**src/hdl/fm_phase_discriminator_decimator_defines.svh**
```systemverilog
// ----------------------------------------------------------------------------
// FM discriminator assertion macros
// Shared concurrent assertion forms; empty when SYNTHESIS is defined.
// ----------------------------------------------------------------------------
`ifndef FM_PHASE_DISCRIMINATOR_DECIMATOR_DEFINES_SVH
`define FM_PHASE_DISCRIMINATOR_DECIMATOR_DEFINES_SVH

`ifndef SYNTHESIS
// Same-cycle implication.
`define FMPD_ASSERT_IMP(label, clk_s, rst_s, ante, cons, msg) \
    label: assert property (@(posedge clk_s) disable iff (!rst_s) (ante) |-> (cons)) \
        else $error(msg);
// Next-cycle implication.
`define FMPD_ASSERT_NXT(label, clk_s, rst_s, ante, cons, msg) \
    label: assert property (@(posedge clk_s) disable iff (!rst_s) (ante) |=> (cons)) \
        else $error(msg);
`else
`define FMPD_ASSERT_IMP(label, clk_s, rst_s, ante, cons, msg)
`define FMPD_ASSERT_NXT(label, clk_s, rst_s, ante, cons, msg)
`endif

`endif

```
**src/hdl/fmpd_pkg.sv**
```systemverilog
// ----------------------------------------------------------------------------
// fmpd_pkg
// Types, constants and the arctangent table of the FM discriminator.
// ----------------------------------------------------------------------------
`default_nettype none

package fmpd_pkg;

    localparam int SAMPLE_BITS   = 16;
    localparam int MAX_DECIM_DEF = 64;
    localparam int CORDIC_STEPS  = 23;
    localparam int ANG_W         = 26;
    localparam int IDX_W         = 32;
    localparam int PHASE_W       = 16;
    localparam int DECIM_W       = 7;
    localparam int COLD_W        = 20;
    localparam int CFG_DW        = 20;
    localparam int FIFO_DEPTH    = 4;

    localparam logic [DECIM_W-1:0] DECIM_RST = 7'd1;
    localparam logic [COLD_W-1:0]  COLD_RST  = 20'd512;

    // Configuration register indexes.
    typedef enum logic [0:0] {
        REG_DECIM = 1'b0,
        REG_COLD  = 1'b1
    } cfg_reg_t;

    typedef struct packed {
        logic signed [SAMPLE_BITS-1:0] i_sample;
        logic signed [SAMPLE_BITS-1:0] q_sample;
        logic [IDX_W-1:0]              sample_index;
        logic                          chunk_start;
        logic                          chunk_end;
    } in_item_t;

    typedef struct packed {
        logic signed [PHASE_W-1:0] phase_value;
        logic                      invalid;
        logic [IDX_W-1:0]          out_index;
        logic                      last;
    } out_item_t;

    // One classified sample passed from the front to the back.
    typedef struct packed {
        logic [PHASE_W-1:0] angle;
        logic [IDX_W-1:0]   sample_index;
        logic               chunk_start;
        logic               chunk_end;
    } phase_item_t;

    typedef enum logic [2:0] {
        F_IDLE,
        F_MUL,
        F_ADD,
        F_NORM,
        F_CORDIC,
        F_PUSH
    } front_state_t;

    typedef enum logic [2:0] {
        B_IDLE,
        B_MOD,
        B_CHECK,
        B_REBASE,
        B_START,
        B_AVG,
        B_EMIT,
        B_ADD
    } back_state_t;

    // Arctangent of 2^-k, with pi equal to 2^23.
    function automatic logic [21:0] atan_entry(input logic [4:0] k);
        logic [21:0] v;
        case (k)
            5'd0:    v = 22'd2097152;
            5'd1:    v = 22'd1238021;
            5'd2:    v = 22'd654136;
            5'd3:    v = 22'd332050;
            5'd4:    v = 22'd166669;
            5'd5:    v = 22'd83416;
            5'd6:    v = 22'd41718;
            5'd7:    v = 22'd20860;
            5'd8:    v = 22'd10430;
            5'd9:    v = 22'd5215;
            5'd10:   v = 22'd2608;
            5'd11:   v = 22'd1304;
            5'd12:   v = 22'd652;
            5'd13:   v = 22'd326;
            5'd14:   v = 22'd163;
            5'd15:   v = 22'd81;
            5'd16:   v = 22'd41;
            5'd17:   v = 22'd20;
            5'd18:   v = 22'd10;
            5'd19:   v = 22'd5;
            5'd20:   v = 22'd3;
            5'd21:   v = 22'd1;
            5'd22:   v = 22'd1;
            default: v = 22'd0;
        endcase
        return v;
    endfunction

endpackage

`default_nettype wire

```
**src/hdl/fmpd_fifo.sv**
```systemverilog
// ----------------------------------------------------------------------------
// fmpd_fifo
// Short queue of classified samples between the front and the back.
// ----------------------------------------------------------------------------
`default_nettype none

module fmpd_fifo
    import fmpd_pkg::*;
#(
    parameter int DEPTH = FIFO_DEPTH
)
(
    input  wire logic         clk,
    input  wire logic         rst_n,
    input  wire logic         push_valid,
    output logic              push_ready,
    input  wire phase_item_t  push_data,
    output logic              pop_valid,
    input  wire logic         pop_ready,
    output phase_item_t       pop_data
);

    localparam int PTR_W = (DEPTH > 1) ? $clog2(DEPTH) : 1;
    localparam int CNT_W = $clog2(DEPTH + 1);
    localparam logic [PTR_W-1:0] PTR_LAST = PTR_W'(DEPTH - 1);

    phase_item_t      mem [DEPTH];
    logic [PTR_W-1:0] wr_reg, wr_next, rd_reg, rd_next;
    logic [CNT_W-1:0] cnt_reg, cnt_next;
    logic             do_push, do_pop;

    assign push_ready = (cnt_reg != CNT_W'(DEPTH));
    assign pop_valid  = (cnt_reg != '0);
    assign pop_data   = mem[rd_reg];
    assign do_push    = push_valid && push_ready;
    assign do_pop     = pop_valid && pop_ready;

    // Pointer and fill-count update.
    always_comb
    begin
        wr_next  = do_push ? ((wr_reg == PTR_LAST) ? '0 : wr_reg + PTR_W'(1)) : wr_reg;
        rd_next  = do_pop ? ((rd_reg == PTR_LAST) ? '0 : rd_reg + PTR_W'(1)) : rd_reg;
        cnt_next = cnt_reg + CNT_W'(do_push) - CNT_W'(do_pop);
    end

    always_ff @(posedge clk or negedge rst_n)
    begin
        if (!rst_n)
        begin
            wr_reg  <= '0;
            rd_reg  <= '0;
            cnt_reg <= '0;
        end
        else
        begin
            wr_reg  <= wr_next;
            rd_reg  <= rd_next;
            cnt_reg <= cnt_next;
        end
    end

    // Storage write.
    always_ff @(posedge clk)
    begin
        if (do_push)
        begin
            mem[wr_reg] <= push_data;
        end
    end

endmodule

`default_nettype wire

```
**config.mk**
```make
export PLATFORM = sky130hd
export DESIGN_NAME = fmpd_fifo
export DESIGN_NICKNAME = d
export VERILOG_FILES = /design/src/hdl/fm_phase_discriminator_decimator_defines.svh /design/src/hdl/fmpd_pkg.sv /design/src/hdl/fmpd_fifo.sv
export SDC_FILE = /design/constraint.sdc
export NUM_CORES = 1
export LEC_CHECK = 0
export ABC_AREA = 1
export ABC_CLOCK_PERIOD_IN_PS = 3650
export BUFFER_PORTS_ARGS = -buffer_cell sky130_fd_sc_hd__clkbuf_2
export CORE_AREA = 3 3 90 177
export DETAILED_ROUTE_END_ITERATION = 12
export DIE_AREA = 0 0 93 180
export PLACE_DENSITY_LB_ADDON = 0.3
export SETUP_SLACK_MARGIN = 0.3
export SLEW_MARGIN = 30
export SYNTH_ARGS = -nofsm -noshare
export SYNTH_HDL_FRONTEND = slang
export SYNTH_SLANG_ARGS = --single-unit
```
**constraint.sdc**
```tcl
create_clock -name clk -period 3.65 [get_ports clk]
set_input_delay 0.73 -clock clk [delete_from_list [all_inputs] [get_ports clk]]
set_output_delay 0.73 -clock clk [all_outputs]
set_load 0.01 [all_outputs]
```
# Word level (Yosys, flattened, before mapping)
# Memory sizes are Yosys's and may differ from the RTL's.
# Index checks and enable logic that the tools add are counted.
dict set report word_totals {
  output_inout_bits 52
  n_memories 1
  wordCells 18
  ramBits 200
  regBits 7
}
dict set report classes {
  addsub 4
  n_reduce_logical 3
  n_mux 4
  eq_ne 3
}
# name words word_bits read_ports rd_clocked_by_memory_dff wr line_no
set mem_list {}
lappend mem_list {mem 4 50 1 0 1 fmpd_fifo.sv:27} ;# phase_item_t mem [DEPTH];
# op n
set op_table {}
lappend op_table {{2-bit by 1-bit adder with 2-bit output, second input constant} 2}
lappend op_table {{2-bit equality test, second input constant} 2}
lappend op_table {{2-bit two-way mux} 2}
lappend op_table {{3-bit by 1-bit adder with 3-bit output} 1}
lappend op_table {{3-bit != test, second input constant} 1}
lappend op_table {{3-bit nonzero test} 1}
lappend op_table {{3-bit by 1-bit subtractor with 3-bit output} 1}
lappend op_table {{1-bit logical AND} 2}
lappend op_table {{1-bit two-way mux} 2}

# Depth between registers and ports, before layout
dict set report logic_depth {
  ltp_word 4
  depth_mapped 12
  mapped_depth_nobuf 12
}

# Least setup slack after synthesis
# No wires, ideal clock.
dict set report synth_path {
  kind {input-to-reg}
  start {input port push_valid}
  end {memory mem[0][0] (netlist name), enable pin}
  arrival_ns 2.982
  n_path_buf 0
  cell_stages 2
  required_time_ns 3.192
  slack_ns 0.211
  setup_ns 0.458
  path_cell_list {nand2_1 > nor2_1}
}
dict set report synth_between {
  elab_chain_len 3
}
# item line_no
set synth_rtl {}
lappend synth_rtl {{from (decl)} fmpd_fifo.sv:15} ;# input wire logic push_valid,
lappend synth_rtl {{1-bit logical AND} fmpd_fifo.sv:35} ;# assign do_push = push_valid && push_ready;
lappend synth_rtl {{1-bit two-way mux} fmpd_fifo.sv:65} ;# if (do_push)
lappend synth_rtl {{1-bit two-way mux (not written as such)} fmpd_fifo.sv:67} ;# mem[wr_reg] <= push_data;
lappend synth_rtl {{to (decl)} fmpd_fifo.sv:27}
# No other way between the ends.

==> impl_metrics.ini <==
[worst_setup_path]
critPathLaunchType = flip-flop
reg2reg_setup_slack_ns = 1.37
crit_type = flip-flop to primary output
slowest_delay_ns = 0.60
worstPathCellList = clkinv_2 -> o211ai_1 -> nand2_1 -> clkbuf_2
critPathTopFamily = buffers and inverters
critPathBufInv = 2
crit_arrival_ns = 2.10
cp_slowest_cell = clkinv_2
path_max_fanout = 50
cp_data_required_time_ns = 2.92
crit_path_end_kind = primary output

[final_layout]
regArea_um2 = 6190
drive_gt1_share_pct = 19.1
final_area_um2 = 9650
fill_cells = 1123
area_growth_pct = 15.9
multiInputGateArea_um2 = 1570
final_util_pct = 65.1
fin_cells = 949
largest_reg_flops = 200
nNetsFinal = 803

[sta]
fin_crit_sh_pct = 77.4
setup_ws_ns = 0.825
skew_ns = 0.0148
maxSlewViolCount = 0
slew_headroom_pct = 48.0
hold_viol = 0
worst_pin_slew_ns = 0.779
fin_tns_setup_ns = 0
fin_crit_ns = 2.83
grt_setup_unrepaired = no
clock.fmax_ghz = 0.354
setup_viol = 0

[floorplanning]
fp.dieW_um = 93
rows = 63
start_util_pct = 56.2
pin_count = 106
die_area_um2 = 16700
core_area_um2 = 14800
fp.dieH_um = 180

[cts]
cts_max_level = 1
clock_path_buffers = 3
cts-root-buf = clkbuf_16
cts_tree = done
cts_setup_buffers = 0
post_cts_resized = 0
hold_buffers = 0
numCtsBuffers = 18
clk_latency_ns = 0.48
clkSlewWorstSetupHoldPaths_ns = 0.07
clock_sinks = 207

[global_route]
overflow = 0
grt_pass1_wl_um = 25400
gr-usage-all-layers_pct = 19.2
grt_pass1_vias = 5204
antenna_found_initial = 1
grt_max_degree = 113

[route]
wl_per_cell_um = 16.6
drt_iter0_drc = 264
first_pass_iters = 4
vias_per_cell = 5.17
drc = 0
drtAntennaViolNets = 0
vias = 4909
wl_um = 15700

[power_and_ir_drop]
ir_drop_v = 0.000664
internal_power_uw = 5080
p_seq_share_pct = 42.6
switchingPower_uw = 2610
p_per_area_nw_per_um2 = 797
p_leak_uw = 0.00389
p_sw_share_pct = 34.0
p_clk_share_pct = 24.5
pwr-share-comb_pct = 32.9

[synthesis]
netlist_instances = 641
yosysUniqueCellTypes = 12
syn_avg_cell_area_um2 = 13.0
ys_seq_area_share_pct = 74.3
synth-seq-cells = 207
synth.net_count = 703
synth_area_um2 = 8320
ys_warn_count = 0

[placement]
gp_congestion = 0.771
pre_cts_ws_ns = 1.22
placed_area_um2 = 9060
port_buffers = 105
dp_hpwl_um = 10100
dp.cells = 916

[run_status]
status = complete, no violations

[worst_hold_path]
hp-class = input pin to async pin

[run]
cap_viol_max_count = 0
==> area by class of cell <==
class                           instances  share of cell area (%)
Antenna cell                            1                  0.0259
Tap cell                              195                    2.53
Clock buffer                           24                    5.12
Inverter                              114                    4.45
Clock inverter                          8                   0.934
Timing Repair Buffer                  113                    6.59
Sequential cell                       207                    64.1
Multi-Input combinational cell        287                    16.2
==> through the flow <==
step / hold WS, ns / total power, µW
finish: 0.0878 / 7690
global route: 0.0824 / 8170
CTS: 0.0806 / 7790
detailed placement: 0.532 / 5910
global placement: 0.489 / 5810
floorplan: 0.434 / 5000
==> worst paths after layout <==
path                       cells past startpoint     endpoint          start
hold / removal                                 1    wr_reg[0]          rst_n
hold reg to reg                                1   cnt_reg[0]     cnt_reg[0]
min in group clk                               1   mem[2][32]  push_data[32]
setup / recovery                               4  pop_data[6]      rd_reg[1]
max in group asynchronous                      1    rd_reg[1]          rst_n
setup reg to reg                              10   cnt_reg[2]     cnt_reg[1]
==> cells in the final DEF (no fill, tap or decap) <==
cell type / count
buf_4: 4
clkinv_2: 3
ha_1: 7
inv_6: 1
inv_1: 113
fa_1: 1
bufinv_16: 2
clkbuf_16: 19
buf_12: 4
o211ai_1: 100
clkbuf_1: 5
nand2_1: 167
edfxtp_1: 200
dfrtp_2: 1
clkbuf_2: 105
dfrtp_1: 5
clkinv_1: 3
diode_2: 1
nor2_1: 3
nor2_4: 4
dfrtp_4: 1
nand3_1: 5
==> power by group through the flow <==
stage                     clock (µW)  combinational [µW]  sequential [µW]
after floorplan                    0                1700             3300
after global placement             0                2510             3310
after detailed placement           0                2580             3330
after CTS                       1920                2590             3280
after global routing            2010                2840             3320
final                           1890                2530             3270
==> worst reg2reg max path, stage by stage, from the launching register on <==
cell	delay, ns
dfrtp_1	0.43
nor2_1	0.16
nand2_1	0.12
nand2_1	0.39
ha_1	0.31
inv_1	0.06
ha_1	0.13
inv_1	0.05
fa_1	0.37
nand3_1	0.09
nand2_1	0.06
==> Yosys cell counts <==
| library cell | count | share of area (%) |
|---|---|---|
| nand3_1 | 5 | 0.30 |
| buf_4 | 8 | 0.72 |
| inv_1 | 114 | 5.1 |
| nand2_1 | 167 | 7.5 |
| nor2_1 | 7 | 0.32 |
| o211ai_1 | 100 | 9.0 |
| edfxtp_1 | 200 | 72 |
| clkbuf_1 | 7 | 0.32 |
| ha_1 | 7 | 1.1 |
| buf_2 | 18 | 1.1 |
| dfrtp_1 | 7 | 2.1 |
| fa_1 | 1 | 0.24 |
==> routing by layer <==
layer	vias to the layer above	wire length (µm)	part of all wire, %	GRT usage (%)
li1	2410	-	-	-
met3	28	649	4.1	2.81
met2	111	8870	56	36.4
met1	2360	5820	37	21.2
met4	0	397	2.5	6.58
met5	-	0	0	0
==> kinds of logic after synthesis <==
group | synth area share [%]
compound gates | 9.02
flops | 74.3
simple gates | 8.15
fa+ha+maj | 1.29
buf+inv | 7.26
Power figures use the tool's default switching activity.
