### src/hdl/fm_phase_discriminator_decimator_defines.svh
// ----------------------------------------------------------------------------
// FM discriminator assertion macros
// Shared concurrent assertion forms; empty when SYNTHESIS is defined.
// ----------------------------------------------------------------------------
`ifndef FM_PHASE_DISCRIMINATOR_DECIMATOR_DEFINES_SVH
`define FM_PHASE_DISCRIMINATOR_DECIMATOR_DEFINES_SVH

`ifndef SYNTHESIS
// Same-cycle implication.
`define FMPD_ASSERT_IMP(label, clk_s, rst_s, ante, cons, msg) \
    label: assert property (@(posedge clk_s) disable iff (!rst_s) (ante) |-> (cons)) \
        else $error(msg);
// Next-cycle implication.
`define FMPD_ASSERT_NXT(label, clk_s, rst_s, ante, cons, msg) \
    label: assert property (@(posedge clk_s) disable iff (!rst_s) (ante) |=> (cons)) \
        else $error(msg);
`else
`define FMPD_ASSERT_IMP(label, clk_s, rst_s, ante, cons, msg)
`define FMPD_ASSERT_NXT(label, clk_s, rst_s, ante, cons, msg)
`endif

`endif

### src/hdl/fmpd_pkg.sv
// ----------------------------------------------------------------------------
// fmpd_pkg
// Types, constants and the arctangent table of the FM discriminator.
// ----------------------------------------------------------------------------
`default_nettype none

package fmpd_pkg;

    localparam int SAMPLE_BITS   = 16;
    localparam int MAX_DECIM_DEF = 64;
    localparam int CORDIC_STEPS  = 23;
    localparam int ANG_W         = 26;
    localparam int IDX_W         = 32;
    localparam int PHASE_W       = 16;
    localparam int DECIM_W       = 7;
    localparam int COLD_W        = 20;
    localparam int CFG_DW        = 20;
    localparam int FIFO_DEPTH    = 4;

    localparam logic [DECIM_W-1:0] DECIM_RST = 7'd1;
    localparam logic [COLD_W-1:0]  COLD_RST  = 20'd512;

    // Configuration register indexes.
    typedef enum logic [0:0] {
        REG_DECIM = 1'b0,
        REG_COLD  = 1'b1
    } cfg_reg_t;

    typedef struct packed {
        logic signed [SAMPLE_BITS-1:0] i_sample;
        logic signed [SAMPLE_BITS-1:0] q_sample;
        logic [IDX_W-1:0]              sample_index;
        logic                          chunk_start;
        logic                          chunk_end;
    } in_item_t;

    typedef struct packed {
        logic signed [PHASE_W-1:0] phase_value;
        logic                      invalid;
        logic [IDX_W-1:0]          out_index;
        logic                      last;
    } out_item_t;

    // One classified sample passed from the front to the back.
    typedef struct packed {
        logic [PHASE_W-1:0] angle;
        logic [IDX_W-1:0]   sample_index;
        logic               chunk_start;
        logic               chunk_end;
    } phase_item_t;

    typedef enum logic [2:0] {
        F_IDLE,
        F_MUL,
        F_ADD,
        F_NORM,
        F_CORDIC,
        F_PUSH
    } front_state_t;

    typedef enum logic [2:0] {
        B_IDLE,
        B_MOD,
        B_CHECK,
        B_REBASE,
        B_START,
        B_AVG,
        B_EMIT,
        B_ADD
    } back_state_t;

    // Arctangent of 2^-k, with pi equal to 2^23.
    function automatic logic [21:0] atan_entry(input logic [4:0] k);
        logic [21:0] v;
        case (k)
            5'd0:    v = 22'd2097152;
            5'd1:    v = 22'd1238021;
            5'd2:    v = 22'd654136;
            5'd3:    v = 22'd332050;
            5'd4:    v = 22'd166669;
            5'd5:    v = 22'd83416;
            5'd6:    v = 22'd41718;
            5'd7:    v = 22'd20860;
            5'd8:    v = 22'd10430;
            5'd9:    v = 22'd5215;
            5'd10:   v = 22'd2608;
            5'd11:   v = 22'd1304;
            5'd12:   v = 22'd652;
            5'd13:   v = 22'd326;
            5'd14:   v = 22'd163;
            5'd15:   v = 22'd81;
            5'd16:   v = 22'd41;
            5'd17:   v = 22'd20;
            5'd18:   v = 22'd10;
            5'd19:   v = 22'd5;
            5'd20:   v = 22'd3;
            5'd21:   v = 22'd1;
            5'd22:   v = 22'd1;
            default: v = 22'd0;
        endcase
        return v;
    endfunction

endpackage

`default_nettype wire

### src/hdl/fmpd_front.sv
// ----------------------------------------------------------------------------
// fmpd_front
// Accepts samples, forms the conjugate product and finds its angle with an
// iterative CORDIC, then hands the angle to the queue.
// ----------------------------------------------------------------------------
`default_nettype none

module fmpd_front
    import fmpd_pkg::*;
(
    input  wire logic        clk,
    input  wire logic        rst_n,
    input  wire logic        in_valid,
    output logic             in_ready,
    input  wire in_item_t    in_data,
    output logic             push_valid,
    input  wire logic        push_ready,
    output phase_item_t      push_data
);

    localparam int PROD_W = 2 * SAMPLE_BITS;
    localparam int CW     = ((PROD_W > 41) ? PROD_W : 41) + 4;
    localparam logic signed [CW-1:0] NORM_POS = {{(CW-41){1'b0}}, 1'b1, 40'b0};
    localparam logic signed [CW-1:0] NORM_NEG = -NORM_POS;
    localparam logic signed [ANG_W-1:0] ANG_PI = {{(ANG_W-24){1'b0}}, 1'b1, 23'b0};
    localparam logic signed [ANG_W-1:0] ROUND  = {{(ANG_W-8){1'b0}}, 8'd128};
    localparam logic [4:0] K_LAST = 5'(CORDIC_STEPS - 1);

    front_state_t state_reg, state_next;
    logic signed [SAMPLE_BITS-1:0] prev_i_reg, prev_i_next;
    logic signed [SAMPLE_BITS-1:0] prev_q_reg, prev_q_next;
    logic signed [SAMPLE_BITS-1:0] ci_reg, ci_next, cq_reg, cq_next;
    logic signed [SAMPLE_BITS-1:0] pi_reg, pi_next, pq_reg, pq_next;
    logic [IDX_W-1:0]  idx_reg, idx_next;
    logic              start_reg, start_next, end_reg, end_next;
    logic signed [PROD_W-1:0] p1_reg, p1_next, p2_reg, p2_next;
    logic signed [PROD_W-1:0] p3_reg, p3_next, p4_reg, p4_next;
    logic signed [CW-1:0]     x_reg, x_next, y_reg, y_next;
    logic signed [ANG_W-1:0]  z_reg, z_next;
    logic [4:0]               k_reg, k_next;
    logic [PHASE_W-1:0]       angle_reg, angle_next;

    logic signed [CW-1:0]    sx, sy;
    logic signed [ANG_W-1:0] atan_v, z_step, z_round;
    logic                    x_small, y_small;

    // Control and previous-sample state.
    always_ff @(posedge clk or negedge rst_n)
    begin
        if (!rst_n)
        begin
            state_reg  <= F_IDLE;
            prev_i_reg <= '0;
            prev_q_reg <= '0;
            k_reg      <= '0;
        end
        else
        begin
            state_reg  <= state_next;
            prev_i_reg <= prev_i_next;
            prev_q_reg <= prev_q_next;
            k_reg      <= k_next;
        end
    end

    // Datapath registers.
    always_ff @(posedge clk)
    begin
        ci_reg    <= ci_next;
        cq_reg    <= cq_next;
        pi_reg    <= pi_next;
        pq_reg    <= pq_next;
        idx_reg   <= idx_next;
        start_reg <= start_next;
        end_reg   <= end_next;
        p1_reg    <= p1_next;
        p2_reg    <= p2_next;
        p3_reg    <= p3_next;
        p4_reg    <= p4_next;
        x_reg     <= x_next;
        y_reg     <= y_next;
        z_reg     <= z_next;
        angle_reg <= angle_next;
    end

    // One CORDIC vectoring step; shifts round toward minus infinity.
    always_comb
    begin
        sx      = x_reg >>> k_reg;
        sy      = y_reg >>> k_reg;
        atan_v  = ANG_W'($signed({1'b0, atan_entry(k_reg)}));
        z_step  = (y_reg > 0) ? (z_reg + atan_v) : (z_reg - atan_v);
        z_round = z_step + ROUND;
        x_small = (x_reg < NORM_POS) && (x_reg > NORM_NEG);
        y_small = (y_reg < NORM_POS) && (y_reg > NORM_NEG);
    end

    // Sequencer: next state and datapath.
    always_comb
    begin
        state_next  = state_reg;
        prev_i_next = prev_i_reg;
        prev_q_next = prev_q_reg;
        ci_next     = ci_reg;
        cq_next     = cq_reg;
        pi_next     = pi_reg;
        pq_next     = pq_reg;
        idx_next    = idx_reg;
        start_next  = start_reg;
        end_next    = end_reg;
        p1_next     = p1_reg;
        p2_next     = p2_reg;
        p3_next     = p3_reg;
        p4_next     = p4_reg;
        x_next      = x_reg;
        y_next      = y_reg;
        z_next      = z_reg;
        k_next      = k_reg;
        angle_next  = angle_reg;
        in_ready    = 1'b0;
        push_valid  = 1'b0;
        case (state_reg)
            F_IDLE:
            begin
                in_ready = 1'b1;
                if (in_valid)
                begin
                    ci_next     = in_data.i_sample;
                    cq_next     = in_data.q_sample;
                    pi_next     = prev_i_reg;
                    pq_next     = prev_q_reg;
                    prev_i_next = in_data.i_sample;
                    prev_q_next = in_data.q_sample;
                    idx_next    = in_data.sample_index;
                    start_next  = in_data.chunk_start;
                    end_next    = in_data.chunk_end;
                    state_next  = F_MUL;
                end
            end
            F_MUL:
            begin
                p1_next    = ci_reg * pi_reg;
                p2_next    = cq_reg * pq_reg;
                p3_next    = cq_reg * pi_reg;
                p4_next    = ci_reg * pq_reg;
                state_next = F_ADD;
            end
            F_ADD:
            begin
                x_next = CW'(p1_reg) + CW'(p2_reg);
                y_next = CW'(p3_reg) - CW'(p4_reg);
                z_next = '0;
                k_next = '0;
                if (start_reg || (x_next == '0 && y_next == '0))
                begin
                    angle_next = '0;
                    state_next = F_PUSH;
                end
                else
                begin
                    state_next = F_NORM;
                end
            end
            F_NORM:
            begin
                // Double until one magnitude reaches 2^40, then fold the left half-plane.
                if (x_small && y_small)
                begin
                    x_next = x_reg <<< 1;
                    y_next = y_reg <<< 1;
                end
                else
                begin
                    if (x_reg < 0)
                    begin
                        x_next = -x_reg;
                        y_next = -y_reg;
                        z_next = ANG_PI;
                    end
                    state_next = F_CORDIC;
                end
            end
            F_CORDIC:
            begin
                if (y_reg > 0)
                begin
                    x_next = x_reg + sy;
                    y_next = y_reg - sx;
                end
                else
                begin
                    x_next = x_reg - sy;
                    y_next = y_reg + sx;
                end
                z_next = z_step;
                k_next = k_reg + 5'd1;
                if (k_reg == K_LAST)
                begin
                    angle_next = z_round[PHASE_W+7:8];
                    state_next = F_PUSH;
                end
            end
            F_PUSH:
            begin
                push_valid = 1'b1;
                if (push_ready)
                begin
                    state_next = F_IDLE;
                end
            end
            default:
            begin
                state_next = F_IDLE;
            end
        endcase
    end

    assign push_data.angle        = angle_reg;
    assign push_data.sample_index = idx_reg;
    assign push_data.chunk_start  = start_reg;
    assign push_data.chunk_end    = end_reg;

endmodule

`default_nettype wire

### config.mk
export PLATFORM = sky130hd
export DESIGN_NAME = fmpd_front
export DESIGN_NICKNAME = d
export VERILOG_FILES = /design/src/hdl/fm_phase_discriminator_decimator_defines.svh /design/src/hdl/fmpd_pkg.sv /design/src/hdl/fmpd_front.sv
export SDC_FILE = /design/constraint.sdc
export NUM_CORES = 2
export LEC_CHECK = 0
export ABC_AREA = 1
export BUFFER_PORTS_ARGS = -buffer_cell sky130_fd_sc_hd__clkbuf_2
export CORE_AREA = 4 4 516 620
export DETAILED_ROUTE_END_ITERATION = 16
export DIE_AREA = 0 0 520 624
export PLACE_DENSITY = 0.38
export SLEW_MARGIN = 20
export SYNTH_ARGS = -nofsm -noshare
export SYNTH_HDL_FRONTEND = slang
export SYNTH_SLANG_ARGS = --single-unit
### constraint.sdc
create_clock -name clk -period 10.5 [get_ports clk]
set_input_delay 3.15 -clock clk [delete_from_list [all_inputs] [get_ports clk]]
set_output_delay 3.15 -clock clk [all_outputs]
set_load 0.005 [all_outputs]
* Word level (Yosys, flattened, before mapping)
Memories as Yosys holds them, arrays and structs flattened.
Cells that the tools add are included.
** Word-level totals
- Bits in registers :: 398
- Memory bits (read-only) :: 704
- Input bits :: 70
- Output and inout port bits :: 52
- Word-level logic and storage cells :: 96
- Memories kept :: 1
** Memory list
- (name not given) :: words 32, bits a word 22, read ports 1, clocked after Yosys merged registers in 0, write ports 0, RTL line fmpd_pkg.sv:75 : case (k)
** Operators by class
- Add/subtract/negate cells :: 12
- Multipliers :: 4
- Magnitude comparators :: 6
- Eq/ne operators :: 13
- Shift-type cells :: 2
- Muxes and demuxes :: 24
- Reduce and logical (&&, ||, !) cells :: 15
** Operator list (count)
- $mux W45 :: 6
- $pmux W45 S3 :: 2
- $mul A16 B16 Y32 :: 4
- $add A45 B45 Y45 :: 2
- $gt A45 B41 Y1 const B :: 2
- $logic_not A45 Y1 :: 2
- $lt A45 B42 Y1 const B :: 2
- $neg A45 Y45 :: 2
- $sshr A45 B5 Y45 :: 2
- $sub A45 B45 Y45 :: 2
- $mux W26 :: 3
- $pmux W26 S3 :: 1
- $gt A45 B1 Y1 const B :: 1
- $lt A45 B1 Y1 const B :: 1
- $add A32 B32 Y33 :: 1
- $sub A32 B32 Y33 :: 1
- $mux W16 :: 2
- $pmux W16 S2 :: 1
- $add A26 B23 Y26 :: 1
- $sub A26 B23 Y26 :: 1
- $add A24 B9 Y24 const B :: 1
- $pmux W3 S6 :: 1
- $mux W3 :: 5
- $ne A2 B2 Y1 const B :: 6
- other kinds (16) :: 24

* Longest topological paths before layout
- Depth after elaboration :: 6
- Mapped depth :: 38
- Depth with buffers taken out :: 36

* Worst setup path before layout
No wires, ideal clock.
- Kind :: register -> register
- Start point :: register state_reg[1]
- End point :: register p1_reg[0] (enable)
- Library setup time :: 774 ps
- Data arrival time :: 9099 ps
- Data required time :: 9726 ps
- Path slack :: 626 ps
- Cell stages (with the launch flop) :: 2
- Buffers on the path :: 0
- Clock period less this slack :: 9874 ps
- Cell sequence :: dfrtp_1 -> nor3_1
** On the way
- Longest elaborated chain between the ends :: 1
** RTL lines
- from (decl) :: RTL line fmpd_front.sv:29 : front_state_t state_reg, state_next;
- from (signal assigned) :: RTL line fmpd_front.sv:59 : state_reg <= state_next;
- $eq A3 B1 Y1 :: RTL line fmpd_front.sv:122 : case (state_reg)
- to (signal assigned) :: RTL line fmpd_front.sv:76 : p1_reg <= p1_next;
- to (decl) :: RTL line fmpd_front.sv:36 : logic signed [PROD_W-1:0] p1_reg, p1_next, p2_reg, p2_next;
Every way passes these cells.
A chain may end at the register's enable or synchronous reset.

* Worst setup path after layout
- Start point :: register cq_reg[5]
- End point :: register p2_reg[19], data pin
** On the way
- Longest elaborated chain between the ends :: 1
** RTL lines
- from (decl) :: RTL line fmpd_front.sv:32 : logic signed [SAMPLE_BITS-1:0] ci_reg, ci_next, cq_reg, cq_next;
- from (signal assigned) :: RTL line fmpd_front.sv:70 : cq_reg <= cq_next;
- $mul A16 B16 Y32 :: RTL line fmpd_front.sv:143 : p2_next = cq_reg * pq_reg;
- to (signal assigned) :: RTL line fmpd_front.sv:77 : p2_reg <= p2_next;
- to (decl) :: RTL line fmpd_front.sv:36
Every way passes these cells.

==> impl_summary.md <==
Finish
The final standard cell utilization of the core is 27.2%. The signed area change from the synthesized netlist to the final layout is 9.04%. Summing all flip-flop and latch instances after layout gives 0.0117 mm^2. The filler cells instantiated in the layout total 34,800. The total number of nets in the final design is 12,300. The multi-input logic area is 0.0556 mm^2. The fraction of final layout cells sized beyond drive strength 1 is 4.76%.

Timing
The worst pin sits at a relative slew slack of 24.2%. The final cycle utilization of the critical path is 68.7%. The smallest hold slack is 0.446 ns. The hold violation count in the final report is 0. The worst clock skew is 0.0457 ns.

Setup repair after global routing left no endpoint under its margin. The sum of negative setup slack is 0 ns. Derived from the worst setup path, the maximum achievable clock frequency is 139 MHz. The shortest clock period the worst path allows after layout is 7.21 ns. The setup-violating endpoint count in the final report is 0.

At the pin with the least slew margin, the transition time is 1.14 ns. The final-report max-slew violation count is 0.

Floorplanning
The die area is 0.324 mm^2. The total core area is 0.313 mm^2. The floorplan step set the die height to 624 um. Once the floorplan was initialized, standard cells occupied 25.0% of the core. The die is 520 um wide. 122 I/O pins were placed. The number of placement rows is 225.

Drt
The first-pass iteration count of the detailed router is 6. In the routed design, unresolved DRC markers number 0. The final routed wirelength across all metal layers is 305,000 um.

The count of antenna-violating nets left after detailed routing is 0. In this run, the number of DRC markers left after iteration 0 of detailed routing was 4,178. The routed length per instance is 20.4 um. The mean number of vias per cell is 4.59. Detailed routing inserted a total of 68,400 vias.

Placed design
In this run the tool buffered the top-level ports with 121 buffer cells. The HPWL after detailed placement is 249,000 um. Routability-driven placement finished with a final weighted congestion of 0.894.

Yosys
Counting every net in the synthesized netlist gives 12,400. The sequential-to-total area share from yosys stat is 15.0%. The average instance in the mapped netlist occupies 7.26 um^2. After synthesis, the cell types taking the most area are fa_1 27%, nand2_1 14%, edfxtp_1 14%, inv_1 12%, ha_1 8.3%. The post-synthesis cell count is 10,800. After synthesis, the share of flip-flops with an asynchronous set or reset is 10.1%. Synthesis instantiated 62 different standard cells from the library. The cell area after synthesis is 0.0782 mm^2.

Yosys mapped a number of flops with a built-in enable equal to 356. The largest total area in the synthesized netlist belongs to fa_1. In this run the biggest area consumer among cell types represents 27.0% of the synthesized area. The total of flip-flops plus latches after synthesis is 396. For this run, the leading register cell type out of synthesis is edfxtp_1. The Yosys step of the flow raised 0 warnings.

Clocking
The clock slew seen by the registers of the worst setup and hold paths is 0.06 ns. Counting along the longest clock path gives a buffer depth of 3. Buffers inserted to repair hold after CTS numbered 0. TritonCTS built the clock tree. The number of CTS-inserted buffers is 59.

The later pin in the worst-skew pair is clocked with a latency of 0.76 ns. After clock tree synthesis, the setup repair step added 0 buffers. The tree built by TritonCTS fans out to 396 sinks.

The tree is rooted in a clkbuf_16. The CTS H-tree depth is 2. After clock tree synthesis, the repair step resized 0 gates.

Setup path
The maximum single-stage delay on the critical path is 0.98 ns. The startpoint type of the worst setup path is a flip-flop. The cell with the largest stage delay on the worst path is edfxtp_1. For the worst setup path, the data required time is 10.91 ns. Walking the worst path, the cells encountered are buf_4, nand2_1, inv_1, fa_1, inv_1, fa_1, fa_1, fa_1, inv_1, fa_1, inv_1, fa_1, inv_1, ha_1, nand2_1, nor2_1, nand2_1, o2111ai_1, a31oi_1, o21ai_0, a21oi_1, xnor2_1. The kind of critical path is reg2reg.

In this run the worst path has a maximum fanout of 18. By instance count, the cell type seen most on the critical path is fa_1. The arrival time of the worst setup path is 7.63 ns. The type of destination of the critical path is a flip-flop.

Global route
The wire length of the first global-routing pass is 461,000 um. The largest net degree at the start of global routing is 77. The via count of the first global-routing pass is 73,100.

The final global-route overflow total is 0. The initial antenna violation count is 12. Global routing used 18.7% of the available tracks across all layers.

Min path
The tightest min-delay check is of the reg2reg type.

Run
Max-cap violations in this run came to 0.

Run status
The run finished with clean final reports.
## worst paths after layout
kind / from / to / slack [ns] / cells past startpoint
worst max-delay path: cq_reg[5] / p2_reg[19] / 3.29 / 22
worst max register to register: cq_reg[5] / p2_reg[19] / 3.29 / 22
worst min register to register: prev_q_reg[4] / pq_reg[4] / 0.45 / 0
max in group asynchronous: rst_n / k_reg[0] / 7.31 / 2
worst min-delay path: prev_q_reg[4] / pq_reg[4] / 0.45 / 0
min in group asynchronous: rst_n / prev_q_reg[12] / 2.61 / 2
## synthesized netlist by cell type, types with 40 or more instances
| cell type | count |
|---|---|
| xor2_1 | 216 |
| dfrtp_1 | 40 |
| inv_1 | 2438 |
| xnor2_1 | 124 |
| nor3_1 | 67 |
| nand4_1 | 96 |
| nand2_1 | 2917 |
| buf_2 | 63 |
| o2111ai_1 | 53 |
| clkbuf_1 | 260 |
| ha_1 | 517 |
| nor4_1 | 42 |
| fa_1 | 1053 |
| edfxtp_1 | 356 |
| a31oi_1 | 49 |
| nand3_1 | 714 |
| a21oi_1 | 405 |
| o21ai_0 | 275 |
| nor2_1 | 628 |
| o211ai_1 | 41 |
## cells in the final DEF, fill, tap and decap left out, types with 17 or more instances in the layout
master        n
o21a_1       24
and2_1       22
nand2_1    2915
clkbuf_2    120
dfrtp_1      35
xor2_1      216
nand3b_1     17
buf_4        99
nor2_1      623
o21ai_0     275
clkbuf_16    61
or2_2        34
nand4_1      96
ha_1        517
nand2_2      36
a21oi_1     405
o211ai_1     41
nor3_1       66
edfxtp_1    356
a31oi_1      49
o21ai_1      25
o2111ai_1    53
inv_2        29
nor2_2       26
inv_1      2434
a21o_1       25
nor4_1       42
fa_1       1053
xnor2_1     124
nand3_1     714
## cells by family after synthesis
logic type | count (synthesis) | share of synthesized area (%)
buf+inv | 2845 | 13.9
simple gates | 4642 | 24.8
flops | 396 | 15.0
compound gates | 979 | 7.27
fa+ha+maj | 1570 | 35.2
xor+xnor | 340 | 3.81
## layout make-up
cell class              instances  share of cell area, %
repair buffers                220                   1.58
clock inverters                37                  0.521
multi-input cells            7531                   65.3
flip-flops and latches        396                   13.7
inverters                    2468                   10.9
diodes                          2                0.00587
clock buffers                  70                   1.87
well taps                    4199                   6.16
## through the flow
stage,instances,setup slack [ns],instance area (um^2)
floorplan,10800,0.626,78200
global placement,14800,3.44,83200
detailed placement,14800,3.37,83200
CTS,14900,3.33,85200
global route,14900,2.90,85200
finish,14900,3.29,85200
## worst max-delay path, delay by kind of cell, from the launching register on
| family | cells | cell delay, ns |
|---|---|---|
| xor gates and xnor gates | 1 | 0.60 |
| buffers and inverters | 6 | 0.75 |
| DFF | 1 | 0.98 |
| AOI/OAI and AO/OA | 4 | 0.84 |
| and+or+nand+nor | 4 | 0.47 |
| adders and majority gates | 7 | 3.25 |
## routing by layer
metal / GRT usage, % / vias to the layer above / routed length, um
met5: 0 / - / 27
met4: 7.55 / 4 / 14700
met3: 1.55 / 413 / 9790
met2: 35.4 / 1578 / 160000
met1: 21.6 / 33700 / 120000
li1: - / 32800 / -
Power is not shown: default switching activity piles up to over one toggle a cycle in this logic, so the estimate is an artifact.
