$ cat config.mk
export PLATFORM = sky130hd
export DESIGN_NAME = fmpd_back
export DESIGN_NICKNAME = d
export VERILOG_FILES = /design/src/hdl/fmpd_pkg.sv /design/src/hdl/fmpd_div.sv /design/src/hdl/fmpd_back.sv
export VERILOG_INCLUDE_DIRS = /design/src /design/src/hdl
export SDC_FILE = /design/constraint.sdc
export NUM_CORES = 1
export LEC_CHECK = 0
export ABC_CLOCK_PERIOD_IN_PS = 4200
export BUFFER_PORTS_ARGS = -buffer_cell sky130_fd_sc_hd__buf_2
export CAP_MARGIN = 20
export CORE_MARGIN = 3
export CORE_UTILIZATION = 45
export CTS_CLUSTER_SIZE = 25
export DETAILED_ROUTE_END_ITERATION = 12
export GPL_TIMING_DRIVEN = 0
export PLACE_DENSITY = 0.63
export SYNTH_ARGS = -nofsm -noshare
export SYNTH_HDL_FRONTEND = slang
export SYNTH_SLANG_ARGS = --single-unit
$ cat constraint.sdc
create_clock -name clk -period 4.2 [get_ports clk]
set_input_delay 0.21 -clock clk [delete_from_list [all_inputs] [get_ports clk]]
set_output_delay 0.21 -clock clk [all_outputs]
set_load 0.02 [all_outputs]
$ cat src/hdl/fm_phase_discriminator_decimator_defines.svh
// ----------------------------------------------------------------------------
// FM discriminator assertion macros
// Shared concurrent assertion forms; empty when SYNTHESIS is defined.
// ----------------------------------------------------------------------------
`ifndef FM_PHASE_DISCRIMINATOR_DECIMATOR_DEFINES_SVH
`define FM_PHASE_DISCRIMINATOR_DECIMATOR_DEFINES_SVH

`ifndef SYNTHESIS
// Same-cycle implication.
`define FMPD_ASSERT_IMP(label, clk_s, rst_s, ante, cons, msg) \
    label: assert property (@(posedge clk_s) disable iff (!rst_s) (ante) |-> (cons)) \
        else $error(msg);
// Next-cycle implication.
`define FMPD_ASSERT_NXT(label, clk_s, rst_s, ante, cons, msg) \
    label: assert property (@(posedge clk_s) disable iff (!rst_s) (ante) |=> (cons)) \
        else $error(msg);
`else
`define FMPD_ASSERT_IMP(label, clk_s, rst_s, ante, cons, msg)
`define FMPD_ASSERT_NXT(label, clk_s, rst_s, ante, cons, msg)
`endif

`endif

$ cat src/hdl/fmpd_pkg.sv
// ----------------------------------------------------------------------------
// fmpd_pkg
// Types, constants and the arctangent table of the FM discriminator.
// ----------------------------------------------------------------------------
`default_nettype none

package fmpd_pkg;

    localparam int SAMPLE_BITS   = 16;
    localparam int MAX_DECIM_DEF = 64;
    localparam int CORDIC_STEPS  = 23;
    localparam int ANG_W         = 26;
    localparam int IDX_W         = 32;
    localparam int PHASE_W       = 16;
    localparam int DECIM_W       = 7;
    localparam int COLD_W        = 20;
    localparam int CFG_DW        = 20;
    localparam int FIFO_DEPTH    = 4;

    localparam logic [DECIM_W-1:0] DECIM_RST = 7'd1;
    localparam logic [COLD_W-1:0]  COLD_RST  = 20'd512;

    // Configuration register indexes.
    typedef enum logic [0:0] {
        REG_DECIM = 1'b0,
        REG_COLD  = 1'b1
    } cfg_reg_t;

    typedef struct packed {
        logic signed [SAMPLE_BITS-1:0] i_sample;
        logic signed [SAMPLE_BITS-1:0] q_sample;
        logic [IDX_W-1:0]              sample_index;
        logic                          chunk_start;
        logic                          chunk_end;
    } in_item_t;

    typedef struct packed {
        logic signed [PHASE_W-1:0] phase_value;
        logic                      invalid;
        logic [IDX_W-1:0]          out_index;
        logic                      last;
    } out_item_t;

    // One classified sample passed from the front to the back.
    typedef struct packed {
        logic [PHASE_W-1:0] angle;
        logic [IDX_W-1:0]   sample_index;
        logic               chunk_start;
        logic               chunk_end;
    } phase_item_t;

    typedef enum logic [2:0] {
        F_IDLE,
        F_MUL,
        F_ADD,
        F_NORM,
        F_CORDIC,
        F_PUSH
    } front_state_t;

    typedef enum logic [2:0] {
        B_IDLE,
        B_MOD,
        B_CHECK,
        B_REBASE,
        B_START,
        B_AVG,
        B_EMIT,
        B_ADD
    } back_state_t;

    // Arctangent of 2^-k, with pi equal to 2^23.
    function automatic logic [21:0] atan_entry(input logic [4:0] k);
        logic [21:0] v;
        case (k)
            5'd0:    v = 22'd2097152;
            5'd1:    v = 22'd1238021;
            5'd2:    v = 22'd654136;
            5'd3:    v = 22'd332050;
            5'd4:    v = 22'd166669;
            5'd5:    v = 22'd83416;
            5'd6:    v = 22'd41718;
            5'd7:    v = 22'd20860;
            5'd8:    v = 22'd10430;
            5'd9:    v = 22'd5215;
            5'd10:   v = 22'd2608;
            5'd11:   v = 22'd1304;
            5'd12:   v = 22'd652;
            5'd13:   v = 22'd326;
            5'd14:   v = 22'd163;
            5'd15:   v = 22'd81;
            5'd16:   v = 22'd41;
            5'd17:   v = 22'd20;
            5'd18:   v = 22'd10;
            5'd19:   v = 22'd5;
            5'd20:   v = 22'd3;
            5'd21:   v = 22'd1;
            5'd22:   v = 22'd1;
            default: v = 22'd0;
        endcase
        return v;
    endfunction

endpackage

`default_nettype wire

$ cat src/hdl/fmpd_div.sv
// ----------------------------------------------------------------------------
// fmpd_div
// Restoring serial divider, one quotient bit per cycle.
// ----------------------------------------------------------------------------
`default_nettype none

module fmpd_div
    import fmpd_pkg::*;
#(
    parameter int DIVISOR_W = 7
)
(
    input  wire logic                 clk,
    input  wire logic                 rst_n,
    input  wire logic                 start,
    input  wire logic [IDX_W-1:0]     dividend,
    input  wire logic [DIVISOR_W-1:0] divisor,
    output logic                      busy,
    output logic                      done,
    output logic [IDX_W-1:0]          quotient,
    output logic [DIVISOR_W-1:0]      remainder
);

    localparam int STEP_W = $clog2(IDX_W);
    localparam logic [STEP_W-1:0] STEP_LAST = STEP_W'(IDX_W - 1);

    logic                 busy_reg, busy_next, done_reg, done_next;
    logic [STEP_W-1:0]    step_reg, step_next;
    logic [IDX_W-1:0]     quo_reg, quo_next;
    logic [DIVISOR_W-1:0] rem_reg, rem_next, d_reg, d_next;
    logic [DIVISOR_W:0]   trial, diff;

    // Shift in one dividend bit and try the subtraction.
    always_comb
    begin
        trial     = {rem_reg, quo_reg[IDX_W-1]};
        diff      = trial - {1'b0, d_reg};
        busy_next = busy_reg;
        done_next = 1'b0;
        step_next = step_reg;
        quo_next  = quo_reg;
        rem_next  = rem_reg;
        d_next    = d_reg;
        if (start)
        begin
            busy_next = 1'b1;
            step_next = '0;
            quo_next  = dividend;
            rem_next  = '0;
            d_next    = divisor;
        end
        else if (busy_reg)
        begin
            if (trial >= {1'b0, d_reg})
            begin
                rem_next = diff[DIVISOR_W-1:0];
                quo_next = {quo_reg[IDX_W-2:0], 1'b1};
            end
            else
            begin
                rem_next = trial[DIVISOR_W-1:0];
                quo_next = {quo_reg[IDX_W-2:0], 1'b0};
            end
            step_next = step_reg + STEP_W'(1);
            if (step_reg == STEP_LAST)
            begin
                busy_next = 1'b0;
                done_next = 1'b1;
            end
        end
    end

    always_ff @(posedge clk or negedge rst_n)
    begin
        if (!rst_n)
        begin
            busy_reg <= 1'b0;
            done_reg <= 1'b0;
            step_reg <= '0;
        end
        else
        begin
            busy_reg <= busy_next;
            done_reg <= done_next;
            step_reg <= step_next;
        end
    end

    always_ff @(posedge clk)
    begin
        quo_reg <= quo_next;
        rem_reg <= rem_next;
        d_reg   <= d_next;
    end

    assign busy      = busy_reg;
    assign done      = done_reg;
    assign quotient  = quo_reg;
    assign remainder = rem_reg;

endmodule

`default_nettype wire

$ cat src/hdl/fmpd_back.sv
// ----------------------------------------------------------------------------
// fmpd_back
// Groups angles into aligned windows, averages each closed window with the
// serial divider and sends one result per sample of the window.
// ----------------------------------------------------------------------------
`default_nettype none

`include "fm_phase_discriminator_decimator_defines.svh"

module fmpd_back
    import fmpd_pkg::*;
#(
    parameter int MAX_DECIM = MAX_DECIM_DEF
)
(
    input  wire logic               clk,
    input  wire logic               rst_n,
    input  wire logic [DECIM_W-1:0] decim,
    input  wire logic [COLD_W-1:0]  cold,
    input  wire logic               pop_valid,
    output logic                    pop_ready,
    input  wire phase_item_t        pop_data,
    output logic                    out_valid,
    input  wire logic               out_ready,
    output out_item_t               out_data
);

    localparam int CNT_W = $clog2(MAX_DECIM + 1);
    localparam int SUM_W = PHASE_W + $clog2(MAX_DECIM) + 1;
    localparam logic [CNT_W-1:0] CNT_MAX = CNT_W'(MAX_DECIM);

    back_state_t state_reg, state_next;
    logic [CNT_W-1:0]        cnt_reg, cnt_next, k_reg, k_next;
    logic signed [SUM_W-1:0] sum_reg, sum_next;
    logic                    after_add_reg, after_add_next;
    phase_item_t             item_reg, item_next;
    logic [CNT_W-1:0]        r_reg, r_next;
    logic [CNT_W-1:0]        wn_reg, wn_next;
    logic [IDX_W-1:0]        base_reg, base_next, wbase_reg, wbase_next;
    logic [IDX_W-1:0]        first_reg, first_next;
    logic [PHASE_W-1:0]      avg_reg, avg_next;

    logic [CNT_W-1:0]   n_dec, cnt_inc;
    logic [SUM_W-1:0]   sum_mag;
    logic [IDX_W-1:0]   avg_num, div_dividend, div_quo, cur_index;
    logic [CNT_W-1:0]   div_divisor, div_rem;
    logic               div_start, div_busy, div_done, flush_open, close_now;
    logic [PHASE_W-1:0] q16;

    fmpd_div #(
        .DIVISOR_W (CNT_W)
    ) u_div (
        .clk       (clk),
        .rst_n     (rst_n),
        .start     (div_start),
        .dividend  (div_dividend),
        .divisor   (div_divisor),
        .busy      (div_busy),
        .done      (div_done),
        .quotient  (div_quo),
        .remainder (div_rem)
    );

    // Decimation factor held to its legal range.
    always_comb
    begin
        if (decim == '0)
        begin
            n_dec = CNT_W'(1);
        end
        else if (decim > DECIM_W'(MAX_DECIM))
        begin
            n_dec = CNT_MAX;
        end
        else
        begin
            n_dec = CNT_W'(decim);
        end
    end

    // Rounded average operands: magnitude plus half the count.
    always_comb
    begin
        sum_mag    = sum_reg[SUM_W-1] ? SUM_W'(-sum_reg) : SUM_W'(sum_reg);
        avg_num    = IDX_W'(sum_mag) + IDX_W'(cnt_reg >> 1);
        q16        = div_quo[PHASE_W-1:0];
        cnt_inc    = cnt_reg + CNT_W'(1);
        flush_open = (cnt_reg != '0) && (item_reg.chunk_start || base_reg != wbase_reg ||
                     cnt_reg >= n_dec);
        cur_index  = first_reg + IDX_W'(k_reg);
    end

    // Window sequencer.
    always_comb
    begin
        state_next     = state_reg;
        cnt_next       = cnt_reg;
        k_next         = k_reg;
        sum_next       = sum_reg;
        after_add_next = after_add_reg;
        item_next      = item_reg;
        r_next         = r_reg;
        wn_next        = wn_reg;
        base_next      = base_reg;
        wbase_next     = wbase_reg;
        first_next     = first_reg;
        avg_next       = avg_reg;
        pop_ready      = 1'b0;
        out_valid      = 1'b0;
        div_start      = 1'b0;
        div_dividend   = avg_num;
        div_divisor    = cnt_reg;
        close_now      = 1'b0;
        case (state_reg)
            B_IDLE:
            begin
                pop_ready    = 1'b1;
                div_dividend = pop_data.sample_index;
                div_divisor  = n_dec;
                if (pop_valid)
                begin
                    item_next  = pop_data;
                    div_start  = 1'b1;
                    state_next = B_MOD;
                end
            end
            B_MOD:
            begin
                // Remainder locates the sample inside its aligned window.
                if (div_done)
                begin
                    r_next     = div_rem;
                    base_next  = item_reg.sample_index - IDX_W'(div_rem);
                    state_next = B_CHECK;
                end
            end
            B_CHECK:
            begin
                if ((cnt_reg != '0) && (wn_reg != n_dec))
                begin
                    // The decimation changed under an open window: align its start again.
                    div_dividend = first_reg;
                    div_divisor  = n_dec;
                    div_start    = 1'b1;
                    state_next   = B_REBASE;
                end
                else if (flush_open)
                begin
                    after_add_next = 1'b1;
                    state_next     = B_START;
                end
                else
                begin
                    state_next = B_ADD;
                end
            end
            B_REBASE:
            begin
                if (div_done)
                begin
                    wbase_next = first_reg - IDX_W'(div_rem);
                    wn_next    = n_dec;
                    state_next = B_CHECK;
                end
            end
            B_START:
            begin
                div_start  = 1'b1;
                state_next = B_AVG;
            end
            B_AVG:
            begin
                if (div_done)
                begin
                    avg_next   = sum_reg[SUM_W-1] ? PHASE_W'(-q16) : q16;
                    k_next     = '0;
                    state_next = B_EMIT;
                end
            end
            B_EMIT:
            begin
                out_valid = 1'b1;
                if (out_ready)
                begin
                    k_next = k_reg + CNT_W'(1);
                    if ((k_reg + CNT_W'(1)) == cnt_reg)
                    begin
                        cnt_next   = '0;
                        sum_next   = '0;
                        state_next = after_add_reg ? B_ADD : B_IDLE;
                    end
                end
            end
            B_ADD:
            begin
                // Take the sample into the open window, opening one if needed.
                if (cnt_reg == '0)
                begin
                    first_next = item_reg.sample_index;
                    wbase_next = base_reg;
                    wn_next    = n_dec;
                    sum_next   = SUM_W'($signed(item_reg.angle));
                end
                else
                begin
                    sum_next = sum_reg + SUM_W'($signed(item_reg.angle));
                end
                cnt_next  = cnt_inc;
                close_now = item_reg.chunk_end || (r_reg == n_dec - CNT_W'(1)) ||
                            (cnt_inc >= n_dec);
                if (close_now)
                begin
                    after_add_next = 1'b0;
                    state_next     = B_START;
                end
                else
                begin
                    state_next = B_IDLE;
                end
            end
            default:
            begin
                state_next = B_IDLE;
            end
        endcase
    end

    always_ff @(posedge clk or negedge rst_n)
    begin
        if (!rst_n)
        begin
            state_reg     <= B_IDLE;
            cnt_reg       <= '0;
            k_reg         <= '0;
            sum_reg       <= '0;
            after_add_reg <= 1'b0;
            first_reg     <= '0;
        end
        else
        begin
            state_reg     <= state_next;
            cnt_reg       <= cnt_next;
            k_reg         <= k_next;
            sum_reg       <= sum_next;
            after_add_reg <= after_add_next;
            first_reg     <= first_next;
        end
    end

    always_ff @(posedge clk)
    begin
        item_reg  <= item_next;
        r_reg     <= r_next;
        wn_reg    <= wn_next;
        base_reg  <= base_next;
        wbase_reg <= wbase_next;
        avg_reg   <= avg_next;
    end

    // Result fields straight from the held window registers.
    assign out_data.phase_value = avg_reg;
    assign out_data.out_index   = cur_index;
    assign out_data.invalid     = (cur_index < IDX_W'(cold));
    assign out_data.last        = ((k_reg + CNT_W'(1)) == cnt_reg);

    `FMPD_ASSERT_IMP(a_emit_in_window, clk, rst_n, out_valid, (cnt_reg != '0) && (k_reg < cnt_reg), "result position outside window")
    `FMPD_ASSERT_NXT(a_last_ends_run, clk, rst_n, out_valid && out_ready && out_data.last, !out_valid, "results continue past window end")
    `FMPD_ASSERT_IMP(a_count_bound, clk, rst_n, 1'b1, cnt_reg <= CNT_MAX, "window count above maximum")
    `FMPD_ASSERT_IMP(a_div_free, clk, rst_n, div_start, !div_busy, "divider restarted while busy")

endmodule

`default_nettype wire

; ---- Yosys cells after proc, flatten, opt, wreduce, memory -nomap -nowiden
; Index checks and enable logic that the tools add are counted.
[totals]
ff_bits = 270
input_bits = 81
output_inout_bits = 52
[classes]
addsub = 12
n_lt_le_gt_ge = 5
n_eq_ne = 22
n_mux = 55
reduce_logical = 25
[op_table]
columns = cell, count
row1 = 32-bit 2-to-1 mux, 5
row2 = 32-bit case mux with 2 select lines, 2
row3 = 23-bit 2-to-1 mux, 4
row4 = 7-bit 2-to-1 mux, 10
row5 = 32-bit by 7-bit subtractor with 32-bit output, 2
row6 = 7-bit case mux with 2 select lines, 4
row7 = 23-bit case mux with 2 select lines, 1
row8 = 32-bit by 7-bit adder with 32-bit output, 1
row9 = 32-bit by 20-bit < comparator with 1-bit output, 1
row10 = 32-bit != test, 1
row11 = 23-bit by 6-bit adder with 24-bit output, 1
row12 = 3-bit 2-to-1 mux, 8
row13 = 23-bit by 16-bit adder with 23-bit output, 1
row14 = 23-bit negation, 1
row15 = 3-bit case mux with 7 select lines, 1
row16 = 16-bit 2-to-1 mux, 1
row17 = 16-bit negation, 1
row18 = "7-bit by 1-bit adder with 7-bit output, second input constant", 2
row19 = 7-bit == test, 2
row20 = 7-bit >= comparator, 2
row21 = 7-bit logical NOT, 2
row22 = 1-bit 2-to-1 mux, 14
row23 = "2-bit != test, second input constant", 7
row24 = "3-bit == test, second input constant", 4
row25 = other kinds (24), 41

; ---- Longest topological paths before layout
[depth]
word_depth = 9
ltp_mapped = 18
ltp_nobuf = 17

; ---- By module
; A second synthesis with hierarchy kept.
[unflattened]
hier_cells = 1770
area_unflattened_um2 = 17596.9
[by_module_without_submodules]
columns = module, n_inst, cells_each, area_per_inst_um2, seq_area_each_um2
row1 = fmpd_back, 1, 1563, 14905.5, 6150.9
row2 = fmpd_div, 1, 207, 2691.3, 1486.4

; ---- Worst setup path after synthesis
; Ideal clock, no wire load.
[synth_path]
path_kind = reg-to-output
startpoint = register k_reg[1]
endpoint = output out_data[33] (netlist name)
arrival_ns = 4.191
t_required_ns = 3.990
path_slack_ns = -0.201
stages_incl_launch_ff = 17
path_cell_list = dfrtp_1 -> ha_1 -> a21o_1 -> a21o_1 -> a21oi_1 -> o21ai_0 -> nand3_1 -> nor2_1 -> xor2_1 -> ha_1 -> a21o_1 -> a21o_1 -> a21oi_1 -> o21ai_0 -> a2111oi_0 -> nand3b_1 -> nor4_1
[synth_lines]
columns = item, line_no
row1 = from (decl), fmpd_back.sv:33  ; logic [CNT_W-1:0] cnt_reg, cnt_next, k_reg, k_next;
row2 = from (signal assigned), fmpd_back.sv:243  ; k_reg <= k_next;
row3 = to (decl), fmpd_back.sv:25  ; output out_item_t out_data

==> flow_metrics.env <==
export IMPL_die_h_um=202
export IMPL_timing_final_crit_share=1.06
export IMPL_place_ws_ns=-1.27
export IMPL_ys_warn_count=0
export IMPL_crit_path_end_kind="output port"
export IMPL_critPathLaunchType="flip-flop"
export IMPL_status="finished with violations"
export IMPL_final_hold_viol_count=0
export IMPL_gr_total_overflow=0
export IMPL_routabilityCongestion=0.912
export IMPL_grt_setup_unrepaired="true"
export IMPL_grt_max_degree=44
export IMPL_maxSlewHeadroom=0.364
export IMPL_rows=71
export IMPL_portBuffers=132
export IMPL_p_leak_nw=8.31
export IMPL_worst_slack_ns=-0.271
export IMPL_drtPass1Iterations=7
export IMPL_layout_drive_gt1_share=0.157
export IMPL_synth_seq_cells=270
export IMPL_largest_register_ffs=50
export IMPL_ir_worst_vdd_v=0.000463
export IMPL_root_buffer="clkbuf_16"
export IMPL_die_width_um=202
export IMPL_nFillCells=3338
export IMPL_slowest_stage="xnor2_1"
export IMPL_cp_arrival_ns=4.26
export IMPL_crit_buf_inv=2
export IMPL_avgRoutedWirePerCell_um=20.4
export IMPL_met1_usage=0.317
export IMPL_synth_avg_cell_area_um2=9.99
export IMPL_cp_top_family="adder cells"
export IMPL_cts_buffers=29
export IMPL_insertion_delay_ns=0.58
export IMPL_vias_per_cell=5.58
export IMPL_cap_violations=0
export IMPL_synthArstFlopShare=0.296
export IMPL_powerDensity_nw_per_um2=759
export IMPL_synth_edf_count=183
export IMPL_ios=133
export IMPL_slew_viol_final=0
export IMPL_path_clk_slew_ns=0.06
export IMPL_fp_coreArea_um2=37800
export IMPL_total_power_mw=15.6
export IMPL_fin_crit_ns=4.47
export IMPL_fin_nets=2150
export IMPL_clock_sinks=270
export IMPL_antennaDiodeCount=0
export IMPL_cp_max_fo=2
export IMPL_hold_class="primary input to flip-flop"
export IMPL_grt_antenna_before_repair=1
export IMPL_yosys_most_used_dff="edfxtp_1"
export IMPL_cts_tree="yes"
export IMPL_fmax_ghz=0.224
export IMPL_vias=13900
export IMPL_met2_usage=0.437
export IMPL_grtUsageTotal=0.245
export IMPL_synth_cells=1729
export IMPL_cp_required_ns=3.99
export IMPL_syn2layout_area_growth_pct=19.1
export IMPL_max_slew_worst_pin_slew_ns=0.945
export IMPL_critical_path_max_stage_delay_ns=0.64
export IMPL_wl_mm=50.9
export IMPL_yosysSeqAreaShare=0.442
export IMPL_crit_type="flip-flop to output port"
export IMPL_drtIter0Drc=1067
export IMPL_use_met3=0.0309
export IMPL_finalClockSkew_ns=0.0267
export IMPL_detail_route_antenna_nets=0
export IMPL_r2r_slack_ns=0.21
export IMPL_violations="negative setup slack"
export IMPL_cts_max_level=1
export IMPL_ys_types=79
export IMPL_drc_errors=0
export IMPL_synth_cell_area_um2=17300
export IMPL_initial_core_util=0.457
export IMPL_crit_chain="ha_4, inv_1, fa_2, nor2b_1, o21a_1, nor2_1, xnor2_1, ha_1, o21ai_0, a21oi_1, o31ai_1, nand3b_1, nor4_2, buf_4"
export IMPL_fp_dieArea_um2=40800
export IMPL_busiest_layer="met2"
export IMPL_synth_nets=1914
export IMPL_setup_viol=1
export IMPL_grt_pass1_wl_mm=78.4
export IMPL_dp_hpwl_mm=38.9
export IMPL_grt_pass1_vias=13800
export IMPL_cts_max_path_buffers=3
==> synth_stat cells, drive strengths merged (9+ instances only) <==
library cell | instances | area (um2)
and3 | 28 | 175
o41ai | 12 | 105
a31oi | 13 | 81.3
a211oi | 12 | 100
nor4 | 25 | 201
nor2b | 24 | 150
ha | 98 | 1230
xor2 | 94 | 823
clkbuf | 76 | 285
nor2 | 134 | 503
nand2 | 145 | 544
a22oi | 10 | 80.1
a221o | 10 | 100
mux2 | 31 | 349
nor3 | 33 | 165
o21a | 11 | 82.6
dfrtp | 80 | 2000
or3 | 19 | 119
a221oi | 13 | 114
buf | 13 | 55.1
edfxtp | 183 | 5500
a21o | 27 | 203
nand4 | 21 | 131
a22o | 9 | 78.8
nand3b | 10 | 75.1
o31ai | 23 | 173
inv | 90 | 338
o21ai | 108 | 541
xnor2 | 109 | 955
nand3 | 33 | 170
nand2b | 27 | 169
a21oi | 76 | 380
or4 | 11 | 90.1
==> cell families after synthesis <==
kind of cell,share of synthesized area
flops,0.442
buf+inv,0.0393
compound gates,0.143
mux,0.0243
fa+ha+maj,0.0780
xor+xnor,0.106
simple gates,0.167
==> layout by cell type (no fill, tap or decap), drive strengths merged, types with 12 or more instances in the layout <==
master,instances
edfxtp,183
buf,176
nand2,145
nor2,134
xnor2,109
o21ai,108
clkbuf,106
ha,98
xor2,94
inv,91
dfrtp,80
a21oi,76
dlygate4sd3,51
nor3,33
nand3,33
mux2,31
and3,28
a21o,27
nand2b,27
nor4,25
nor2b,24
o31ai,23
nand4,21
or3,19
a31oi,13
a221oi,13
o41ai,12
a211oi,12
==> worst paths after layout <==
path | from | to | depth (start not counted)
max | first_reg[0] | out_data[33] | 14
min | out_ready | k_reg[3] | 3
max reg2reg | wn_reg[0] | u_div.quotient[23] | 12
min reg2reg | u_div.quotient[0] | avg_reg[0] | 0
max in group asynchronous | rst_n | first_reg[14] | 3
min in group asynchronous | rst_n | u_div.done | 2
==> tightest hold or removal path, delay by kind of cell <==
| kind | cells | cell delay (ns) |
|---|---|---|
| buffers and inverters | 1 | 0.14 |
| AOI/OAI and AO/OA | 1 | 0.08 |
| and+or+nand+nor | 1 | 0.17 |
==> per-layer routing <==
| layer | share of wire | up-vias |
|---|---|---|
| li1 | - | 6745 |
| met1 | 0.42 | 6711 |
| met3 | 0.060 | 75 |
| met5 | 0.00026 | - |
| met4 | 0.025 | 2 |
| met2 | 0.50 | 404 |
==> through the flow <==
stage          cells  instance area (um2)  hold WS, ns    TNS, ns  utilization
2_1_floorplan   1729                17300      -0.0856  -0.000307            -
3_3_place_gp    2372                18600        0.386    -189.93        0.492
3_5_place_dp    2381                18700        0.266     -23.83        0.496
4_1_cts         2491                20500       0.0743     -0.211        0.542
5_1_grt         2499                20600       0.0940     -0.455        0.545
6_report        2499                20600       0.0907     -0.271        0.545
==> what timing repair did <==
| action | 4_1_cts | 5_1_grt |
|---|---|---|
| setup buffers | 13 | 7 |
| setup endpoints to repair | 24 | 15 |
| hold buffers | 51 | 0 |
| pin swaps | 13 | 8 |
| hold endpoints to repair | 92 | 0 |
| resized for setup | 50 | 13 |
==> cell type report <==
cell class	instances	area (um2)	area share
well taps	511	639	0.0311
clock buffers	39	835	0.0406
repair buffers	213	1460	0.0712
flip-flops and latches	270	7650	0.372
inverters	90	338	0.0164
clock inverters	15	149	0.00724
plain buffers	81	328	0.0159
multi-input cells	1280	9160	0.446
==> power by group <==
| group | internal (mW) | switching [mW] | leakage, nW |
|---|---|---|---|
| sequential | 3.86 | 0.804 | 2.78 |
| clock | 1.52 | 1.11 | 0.480 |
| combinational | 3.34 | 4.98 | 5.05 |
Power figures use the tool's default switching activity.
